===== src/rtl/bgd_pkg.sv =====
// Package for the button gesture decoder: widths, button and event codes,
// register indexes, reset values and the event record type. No dependencies.
`default_nettype none

package bgd_pkg;

  localparam int TIME_BITS = 48;
  localparam int CFG_BITS  = 24;
  localparam int NUM_BTN   = 3;

  // Candidate event slots: two chord-layer releases, chord, two chord-window
  // timeouts, mode press, then five slots per button.
  localparam int NUM_CAND  = 6 + 5 * NUM_BTN;
  localparam int SEL_BITS  = $clog2(NUM_CAND);

  localparam logic [1:0] B_UP   = 2'd0;
  localparam logic [1:0] B_MODE = 2'd1;
  localparam logic [1:0] B_DOWN = 2'd2;

  localparam logic [2:0] EV_DOWN      = 3'd0;
  localparam logic [2:0] EV_UP        = 3'd1;
  localparam logic [2:0] EV_SHORT     = 3'd2;
  localparam logic [2:0] EV_HOLD      = 3'd3;
  localparam logic [2:0] EV_HOLD_END  = 3'd4;
  localparam logic [2:0] EV_REPEAT    = 3'd5;
  localparam logic [2:0] EV_CHORD     = 3'd6;
  localparam logic [2:0] EV_CHORD_END = 3'd7;

  localparam logic [2:0] REG_DEBOUNCE    = 3'd0;
  localparam logic [2:0] REG_CHORD_WIN   = 3'd1;
  localparam logic [2:0] REG_CHORD_HOLD  = 3'd2;
  localparam logic [2:0] REG_HOLD        = 3'd3;
  localparam logic [2:0] REG_REPEAT      = 3'd4;
  localparam logic [2:0] REG_START_LATCH = 3'd5;

  localparam logic [CFG_BITS-1:0] DEBOUNCE_RST   = CFG_BITS'(20 * 1000);
  localparam logic [CFG_BITS-1:0] CHORD_WIN_RST  = CFG_BITS'(80 * 1000);
  localparam logic [CFG_BITS-1:0] CHORD_HOLD_RST = CFG_BITS'(200 * 1000);
  localparam logic [CFG_BITS-1:0] HOLD_RST       = CFG_BITS'(600 * 1000);
  localparam logic [CFG_BITS-1:0] REPEAT_RST     = CFG_BITS'(150 * 1000);

  typedef struct packed {
    logic [1:0]           id;
    logic [2:0]           kind;
    logic [TIME_BITS-1:0] stamp;
  } ev_t;

  // Elapsed time, modulo the timestamp width.
  function automatic logic [TIME_BITS-1:0] since(input logic [TIME_BITS-1:0] now,
                                                 input logic [TIME_BITS-1:0] then_t);
    return now - then_t;
  endfunction

  function automatic logic [TIME_BITS-1:0] ext(input logic [CFG_BITS-1:0] v);
    return {{(TIME_BITS - CFG_BITS){1'b0}}, v};
  endfunction

endpackage

`default_nettype wire


===== src/rtl/button_gesture_decoder.sv =====
// Button gesture decoder: debounce, chord, hold and repeat detection for
// three buttons. Depends on bgd_pkg.
// Latency: a sample's first event is presented in the cycle after the sample is taken.
// Throughput: the event bank holds a sample's events until each has left; the
// next sample is taken once the bank is empty or in the cycle its last event
// leaves, so single-event samples stream one per cycle while out_stall is low.
// Reset clears all button state and restores the default register values.
`default_nettype none

module button_gesture_decoder import bgd_pkg::*; (
  input  wire logic                 clk,
  input  wire logic                 rst,
  input  wire logic                 cfg_we,
  input  wire logic [2:0]           cfg_index,
  input  wire logic [CFG_BITS-1:0]  cfg_data,
  input  wire logic                 in_valid,
  output logic                      in_stall,
  input  wire logic                 raw_up,
  input  wire logic                 raw_mode,
  input  wire logic                 raw_down,
  input  wire logic [TIME_BITS-1:0] sample_time,
  output logic                      out_valid,
  input  wire logic                 out_stall,
  output logic [1:0]                button_id,
  output logic [2:0]                event_kind,
  output logic [TIME_BITS-1:0]      event_time,
  output logic                      last_event
);

  logic [CFG_BITS-1:0] debounce_time, chord_window, chord_hold_time, hold_time;
  logic [CFG_BITS-1:0] repeat_interval;

  logic [NUM_BTN-1:0]   raw_level, stable_level, pending_flag, chord_member;
  logic [NUM_BTN-1:0]   reported_flag, held_flag;
  logic [TIME_BITS-1:0] edge_time [NUM_BTN];
  logic [TIME_BITS-1:0] press_time [NUM_BTN];
  logic [TIME_BITS-1:0] repeat_time [NUM_BTN];
  logic [TIME_BITS-1:0] chord_start;
  logic                 chord_valid, chord_on, wake_lock;

  logic [NUM_BTN-1:0]   raw_level_next, stable_level_next, pending_flag_next;
  logic [NUM_BTN-1:0]   chord_member_next, reported_flag_next, held_flag_next;
  logic [TIME_BITS-1:0] edge_time_next [NUM_BTN];
  logic [TIME_BITS-1:0] press_time_next [NUM_BTN];
  logic [TIME_BITS-1:0] repeat_time_next [NUM_BTN];
  logic [TIME_BITS-1:0] chord_start_next;
  logic                 chord_valid_next, chord_on_next, wake_lock_next;

  logic [NUM_CAND-1:0]  cand_mask;
  ev_t                  cand [NUM_CAND];

  // Event bank: one slot per candidate, drained lowest slot first.
  logic [NUM_CAND-1:0]  ev_mask;
  ev_t                  ev_bank [NUM_CAND];
  logic [SEL_BITS-1:0]  sel;
  logic [NUM_CAND-1:0]  sel_bit;

  logic [NUM_BTN-1:0]   raw_in;
  logic                 in_acc, out_acc;

  assign raw_in  = {raw_down, raw_mode, raw_up};
  assign out_acc = out_valid && !out_stall;
  assign in_stall = !((ev_mask == '0) || (out_acc && last_event));
  assign in_acc  = in_valid && !in_stall;

  always_comb begin
    logic [NUM_BTN-1:0]   changed;
    logic [1:0]           bi, bo;
    logic                 partner, skip;
    int                   base;
    raw_level_next     = raw_level;
    stable_level_next  = stable_level;
    pending_flag_next  = pending_flag;
    chord_member_next  = chord_member;
    reported_flag_next = reported_flag;
    held_flag_next     = held_flag;
    edge_time_next     = edge_time;
    press_time_next    = press_time;
    repeat_time_next   = repeat_time;
    chord_start_next   = chord_start;
    chord_valid_next   = chord_valid;
    chord_on_next      = chord_on;
    wake_lock_next     = wake_lock;
    cand_mask          = '0;
    changed            = '0;
    bi                 = B_UP;
    bo                 = B_DOWN;
    partner            = 1'b0;
    skip               = 1'b0;
    base               = 0;
    for (int k = 0; k < NUM_CAND; k++) begin
      cand[k] = '{id: B_UP, kind: EV_DOWN, stamp: sample_time};
    end

    for (int i = 0; i < NUM_BTN; i++) begin
      if (raw_in[i] != raw_level_next[i]) begin
        raw_level_next[i] = raw_in[i];
        edge_time_next[i] = sample_time;
      end
      if (raw_in[i] != stable_level_next[i] &&
          since(sample_time, edge_time_next[i]) >= ext(debounce_time)) begin
        stable_level_next[i] = raw_in[i];
        changed[i] = 1'b1;
      end
    end

    if (wake_lock) begin
      if (stable_level_next == '0) begin
        wake_lock_next = 1'b0;
      end
    end else begin
      // Chord layer, up then down.
      for (int j = 0; j < 2; j++) begin
        bi = 2'(j * 2);
        bo = 2'(2 - j * 2);
        if (changed[bi] && stable_level_next[bi]) begin
          press_time_next[bi] = sample_time;
          if (pending_flag_next[bo] || chord_member_next[bo]) begin
            chord_member_next[bi] = 1'b1;
            chord_member_next[bo] = 1'b1;
            pending_flag_next[bo] = 1'b0;
            pending_flag_next[bi] = 1'b0;
            if (!chord_valid_next) begin
              chord_start_next = sample_time;
              chord_valid_next = 1'b1;
            end
          end else if (stable_level_next[bo] && reported_flag_next[bo]) begin
            chord_member_next[bi] = 1'b1;
            chord_member_next[bo] = 1'b1;
            cand_mask[j] = 1'b1;
            cand[j] = '{id: bo, kind: EV_UP, stamp: sample_time};
            reported_flag_next[bo] = 1'b0;
            held_flag_next[bo] = 1'b0;
            chord_start_next = sample_time;
            chord_valid_next = 1'b1;
          end else begin
            pending_flag_next[bi] = 1'b1;
          end
        end
      end

      if (!chord_on_next && chord_valid_next && chord_member_next[B_UP] &&
          chord_member_next[B_DOWN] &&
          since(sample_time, chord_start_next) >= ext(chord_hold_time)) begin
        chord_on_next = 1'b1;
        cand_mask[2] = 1'b1;
        cand[2] = '{id: B_UP, kind: EV_CHORD, stamp: sample_time};
      end

      for (int j = 0; j < 2; j++) begin
        bi = 2'(j * 2);
        if (pending_flag_next[bi] &&
            since(sample_time, press_time_next[bi]) >= ext(chord_window)) begin
          pending_flag_next[bi] = 1'b0;
          reported_flag_next[bi] = 1'b1;
          cand_mask[3 + j] = 1'b1;
          cand[3 + j] = '{id: bi, kind: EV_DOWN, stamp: press_time_next[bi]};
        end
      end

      if (changed[B_MODE] && stable_level_next[B_MODE]) begin
        press_time_next[B_MODE] = sample_time;
        reported_flag_next[B_MODE] = 1'b1;
        cand_mask[5] = 1'b1;
        cand[5] = '{id: B_MODE, kind: EV_DOWN, stamp: sample_time};
      end

      for (int i = 0; i < NUM_BTN; i++) begin
        bi = 2'(i);
        base = 6 + 5 * i;
        skip = 1'b0;
        if (changed[i] && !stable_level_next[i]) begin
          if (chord_member_next[i]) begin
            chord_member_next[i] = 1'b0;
            if (bi == B_UP) begin
              partner = chord_member_next[B_DOWN];
            end else if (bi == B_DOWN) begin
              partner = chord_member_next[B_UP];
            end else begin
              partner = 1'b0;
            end
            if (!partner) begin
              chord_start_next = '0;
              chord_valid_next = 1'b0;
            end
            if (chord_on_next && !partner) begin
              chord_on_next = 1'b0;
              cand_mask[base] = 1'b1;
              cand[base] = '{id: B_UP, kind: EV_CHORD_END, stamp: sample_time};
            end
            skip = 1'b1;
          end else if (pending_flag_next[i]) begin
            pending_flag_next[i] = 1'b0;
            cand_mask[base]     = 1'b1;
            cand[base]          = '{id: bi, kind: EV_DOWN, stamp: press_time_next[i]};
            cand_mask[base + 1] = 1'b1;
            cand[base + 1]      = '{id: bi, kind: EV_UP, stamp: sample_time};
            cand_mask[base + 2] = 1'b1;
            cand[base + 2]      = '{id: bi, kind: EV_SHORT, stamp: sample_time};
            skip = 1'b1;
          end else if (reported_flag_next[i]) begin
            cand_mask[base]     = 1'b1;
            cand[base]          = '{id: bi, kind: EV_UP, stamp: sample_time};
            cand_mask[base + 1] = 1'b1;
            cand[base + 1]      = '{id: bi,
                                    kind: held_flag_next[i] ? EV_HOLD_END : EV_SHORT,
                                    stamp: sample_time};
            reported_flag_next[i] = 1'b0;
            held_flag_next[i] = 1'b0;
          end
        end
        if (!skip && reported_flag_next[i] && stable_level_next[i] &&
            !chord_member_next[i]) begin
          if (!held_flag_next[i] &&
              since(sample_time, press_time_next[i]) >= ext(hold_time)) begin
            held_flag_next[i] = 1'b1;
            repeat_time_next[i] = sample_time;
            cand_mask[base + 3] = 1'b1;
            cand[base + 3] = '{id: bi, kind: EV_HOLD, stamp: sample_time};
          end
          if (held_flag_next[i] &&
              since(sample_time, repeat_time_next[i]) >= ext(repeat_interval)) begin
            repeat_time_next[i] = sample_time;
            cand_mask[base + 4] = 1'b1;
            cand[base + 4] = '{id: bi, kind: EV_REPEAT, stamp: sample_time};
          end
        end
      end
    end
  end

  always_comb begin
    sel = '0;
    for (int k = NUM_CAND - 1; k >= 0; k--) begin
      if (ev_mask[k]) begin
        sel = SEL_BITS'(k);
      end
    end
    sel_bit = '0;
    sel_bit[sel] = 1'b1;
  end

  assign out_valid  = (ev_mask != '0);
  assign button_id  = ev_bank[sel].id;
  assign event_kind = ev_bank[sel].kind;
  assign event_time = ev_bank[sel].stamp;
  assign last_event = ((ev_mask & ~sel_bit) == '0);

  always_ff @(posedge clk) begin
    if (rst) begin
      debounce_time   <= DEBOUNCE_RST;
      chord_window    <= CHORD_WIN_RST;
      chord_hold_time <= CHORD_HOLD_RST;
      hold_time       <= HOLD_RST;
      repeat_interval <= REPEAT_RST;
      raw_level       <= '0;
      stable_level    <= '0;
      pending_flag    <= '0;
      chord_member    <= '0;
      reported_flag   <= '0;
      held_flag       <= '0;
      for (int i = 0; i < NUM_BTN; i++) begin
        edge_time[i]   <= '0;
        press_time[i]  <= '0;
        repeat_time[i] <= '0;
      end
      chord_start <= '0;
      chord_valid <= 1'b0;
      chord_on    <= 1'b0;
      wake_lock   <= 1'b0;
      ev_mask     <= '0;
    end else begin
      if (cfg_we) begin
        unique case (cfg_index)
          REG_DEBOUNCE:    debounce_time   <= cfg_data;
          REG_CHORD_WIN:   chord_window    <= cfg_data;
          REG_CHORD_HOLD:  chord_hold_time <= cfg_data;
          REG_HOLD:        hold_time       <= cfg_data;
          REG_REPEAT:      repeat_interval <= cfg_data;
          REG_START_LATCH: wake_lock       <= cfg_data[0];
          default: ;
        endcase
      end
      if (in_acc) begin
        raw_level     <= raw_level_next;
        stable_level  <= stable_level_next;
        pending_flag  <= pending_flag_next;
        chord_member  <= chord_member_next;
        reported_flag <= reported_flag_next;
        held_flag     <= held_flag_next;
        edge_time     <= edge_time_next;
        press_time    <= press_time_next;
        repeat_time   <= repeat_time_next;
        chord_start   <= chord_start_next;
        chord_valid   <= chord_valid_next;
        chord_on      <= chord_on_next;
        wake_lock     <= wake_lock_next;
        ev_mask       <= cand_mask;
      end else if (out_acc) begin
        ev_mask <= ev_mask & ~sel_bit;
      end
    end
  end

  always_ff @(posedge clk) begin
    if (in_acc) begin
      ev_bank <= cand;
    end
  end

  // A new sample is only taken when the bank is empty or its last event leaves.
  a_accept_when_free: assert property (@(posedge clk) disable iff (rst)
    in_acc |-> (ev_mask == '0 || (out_acc && last_event)))
    else $error("sample accepted while events were still pending");

  // While the wake latch is set a sample produces no events.
  a_wake_silent: assert property (@(posedge clk) disable iff (rst)
    (in_acc && wake_lock) |=> !out_valid)
    else $error("events produced while wake latch set");

  // The last event flag marks exactly one remaining slot.
  a_last_onehot: assert property (@(posedge clk) disable iff (rst)
    (out_valid && last_event) |-> $onehot(ev_mask))
    else $error("last event flagged with more events pending");

  // A drained event leaves the bank with one fewer entry.
  a_drain_one: assert property (@(posedge clk) disable iff (rst)
    (out_acc && !in_acc) |=> ($countones(ev_mask) == $countones($past(ev_mask)) - 1))
    else $error("event bank did not drain by one");

endmodule

`default_nettype wire


===== config.mk =====
export PLATFORM = sky130hd
export DESIGN_NAME = button_gesture_decoder
export DESIGN_NICKNAME = d
export VERILOG_FILES = /design/src/rtl/bgd_pkg.sv /design/src/rtl/button_gesture_decoder.sv
export SDC_FILE = /design/constraint.sdc
export NUM_CORES = 2
export LEC_CHECK = 0
export BUFFER_PORTS_ARGS = -buffer_cell sky130_fd_sc_hd__buf_4
export CORE_ASPECT_RATIO = 2
export CORE_UTILIZATION = 35
export DETAILED_ROUTE_END_ITERATION = 10
export GPL_ROUTABILITY_DRIVEN = 0
export PLACE_DENSITY = 0.55
export SLEW_MARGIN = 20
export SYNTH_ARGS = -nofsm -noshare
export SYNTH_HDL_FRONTEND = slang
export SYNTH_SLANG_ARGS = --single-unit

===== constraint.sdc =====
create_clock -name clk -period 32.1 [get_ports clk]
set_clock_uncertainty 0.05 [all_clocks]
set_input_delay 0 -clock clk [delete_from_list [all_inputs] [get_ports clk]]
set_output_delay 0 -clock clk [all_outputs]
set_load 0.02 [all_outputs]

==> metrics.txt <==
run status complete, no violations; maximum frequency from static timing analysis 40.6 MHz; count of port buffers added during placement 138; total die area 217000 um^2; first-pass GRT wire length 474000 um; Crit-path slowest cell nor4b_1; post-layout minimum cycle time 24.61 ns; maximum number of pins on one net before global-route repair 159; cells taking the most area after synthesis dfxtp_1, ha_1, edfxtp_1; Hold Vio Cnt, Final 0; IR drop worst, VDD 0.154 mV; share of flip-flops with an asynchronous set or reset after synthesis 0; post-synthesis register bit count 910; required time of the critical path 32.71 ns; # rows 240; DP HPWL 250000 um; CTS Buffer Depth 3; portion of the clock cycle consumed by the worst path in the final layout 0.767; critical path type flop to flop; IO Count 139; maximum fanout count along the critical path 55; cell area after technology mapping 75400 um^2; number of fill cells 21833; Residual DRC 0; number of buffers inserted during clock tree synthesis 92; number of global-route vias before repair 71975; CP max stage delay 0.94 ns; Max Cap Violations 0; type of origin of the critical path flop; Post-Layout Inst Area 83000 um^2; mux share of post-synthesis cell area 0.0955; CTS tree done; simple-gate share of the synthesized area 0.174; top_reg_cell synth dfxtp_1; CORE AREA 214000 um^2; first-pass iteration count of the detailed router 9; number of enable-type register cells in the synthesized netlist 269; Finished Layout Cells 12055; clock sink count 910; post-layout net count 10027; overall die width 330 um; Yosys Warn Count 0; cell leakage power 34.0 nW; tightest slew margin relative to the limit 0.167; Max Transition Viols Final 0; grt ovf 0; number of design-rule violations left by the first detailed-router iteration 5785; Worst EP arrival 25.21 ns; Die Y 658 um; Syn Nets 10161; Distinct cells, synth 97; number of H-tree levels 3; classification of the worst-slack hold path primary input to flop; Initial Util 0.353; clock insertion delay at the later pin of the skew report 0.76 ns; Yosys top cell by area dfxtp_1; Root Buffer clkbuf_16; post-synthesis adder-cell area fraction 0.128; Via Count 73119; vias per cell 6.07; Post-Syn Instances 9316; proportion of synthesized chip area in sequential cells 0.277; library cell with the highest instance count after synthesis nand2_1; tightest hold margin 0.0789 ns; initial antenna violation count 15; area fraction of the dominant cell type after synthesis 0.170; wirelength, routed 332000 um; total cell area at the placement stage 78900 um^2; average footprint of a synthesized cell 8.09 um^2; cell types with the highest counts after synthesis nand2_1, nor2_1, a21oi_1; area fraction in compound gates after synthesis 0.243; buffer count from post-CTS setup fixing 0; overall track demand over capacity in global routing 0.296; capturing element type of the critical path flop; antenna-violating nets left 0; share of the core filled with cells in the final layout 0.388; setup repair after global routing missed its margin no; number of cells after detailed placement 11780; XOR/XNOR share of the synthesized area 0.0373; ratio of total power to cell area 99.8 nW/um^2; growth of design area from synthesis to finish 10.0%; slew of the pin with the lowest slew margin 1.22 ns; number of setup violations in the final report 0; share of cells above drive strength 1 0.0570; Top cell by count, worst path a21oi_1; clock-pin slew on the worst setup and hold paths 0.07 ns; setup TNS after final layout 0 ns; detailed-route wire length per cell 27.6 um; dominant combinational cell family by area after synthesis compound AO/OA/AOI/OAI gates
-- layer usage --
layer	global-route usage	wire [um]	part of all wire	vias up
met2	0.536	167000	0.50	2960
met5	0	24	0.000072	-
met4	0.292	39000	0.12	4
li1	-	-	-	33999
met1	0.280	109000	0.33	34964
met3	0.0418	18000	0.054	1192
-- registers in the layout, indices dropped and copies added, names as in the netlist, 21 cells and up --
signal / count
chord_hold_time: 24
chord_start: 48
edge_time: 144
press_time: 144
ev_bank: 269
debounce_time: 24
chord_window: 24
repeat_time: 144
ev_mask: 21
hold_time: 24
repeat_interval: 24
-- logic make-up after synthesis --
family          count (synthesis)
compound gates               2825
flops                         910
fa+ha+maj                     766
simple gates                 2901
buf+inv                       877
xor+xnor                      319
mux                           718
-- report_power, final --
part | total (mW) | internal [mW] | switching [mW]
Combinational | 5.37 | 1.91 | 3.45
Sequential | 1.74 | 1.57 | 0.165
Clock | 1.18 | 0.639 | 0.542
-- stage by stage --
| stage | power, mW | setup WS (ns) |
|---|---|---|
| global placement | 6.92 | 7.82 |
| detailed placement | 7.00 | 7.68 |
| floorplan | 5.37 | 13.71 |
| global route | 8.79 | 6.26 |
| finish | 8.28 | 7.49 |
| CTS | 8.21 | 7.61 |
-- cells in the final DEF (no fill, tap or decap), drive strengths merged, types with 25 or more instances in the layout --
master / Yosys / layout
nor2b: 112 / 112
dlygate4sd3: 0 / 91
buf: 74 / 268
nand3: 119 / 119
a22oi: 62 / 62
nand2b: 115 / 115
inv: 290 / 302
nor3: 122 / 122
mux2i: 704 / 704
and3: 78 / 78
a2bb2oi: 46 / 46
nor2: 973 / 973
o21bai: 84 / 84
ha: 754 / 754
dfxtp: 641 / 641
o21a: 88 / 88
a21o: 295 / 295
a2111oi: 35 / 35
nand4: 135 / 135
clkbuf: 513 / 122
a211oi: 269 / 269
nor4: 60 / 60
o31ai: 36 / 36
xnor2: 209 / 209
o211ai: 92 / 92
and2: 44 / 44
o2111ai: 28 / 28
and4: 25 / 25
a21oi: 822 / 822
a31oi: 115 / 115
xor2: 110 / 110
nand2: 999 / 999
edfxtp: 269 / 269
or3: 34 / 34
o21ai: 534 / 534
a222oi: 50 / 50
-- timing repair --
item / CTS / global route
endpoints found under the setup margin: 0 / 0
gates resized for setup: 0 / 0
hold buffers: 91 / 0
endpoints found under the hold margin: 469 / 0
-- worst max-delay path: cells and delay by family, from the launching register on --
family | cells | cell delay, ns
adder cells (fa/ha/maj) | 8 | 2.15
flip-flops | 1 | 0.44
buffers and inverters | 6 | 2.41
XOR/XNOR | 4 | 0.58
multiplexers | 4 | 1.37
AO/OA/AOI/OAI | 39 | 9.84
AND/OR/NAND/NOR | 28 | 7.56
-- area by class of cell --
class	instances	area, um^2	area share
repair buffers	359	2940	0.0355
clock buffers	122	2560	0.0308
well taps	2783	3480	0.0420
inverters	290	1100	0.0133
clock inverters	50	561	0.00676
flip-flops and latches	910	20900	0.252
multi-input cells	7529	51400	0.619
diodes	12	30.0	0.000362
-- worst paths after layout --
check                                 end                         start  slack, ns  cells after the start
max          repeat_time[76]$_SDFFE_PP0P_     raw_level[1]$_SDFFE_PP0P_       7.49                     89
max reg2reg  repeat_time[76]$_SDFFE_PP0P_     raw_level[1]$_SDFFE_PP0P_       7.49                     89
min reg2reg  chord_window[8]$_SDFFE_PP0P_  chord_window[8]$_SDFFE_PP0P_       0.41                      2
min               ev_mask[0]$_SDFFE_PP0P_                     out_stall       0.08                      4
Note: power is estimated with default switching activity, not from simulation.
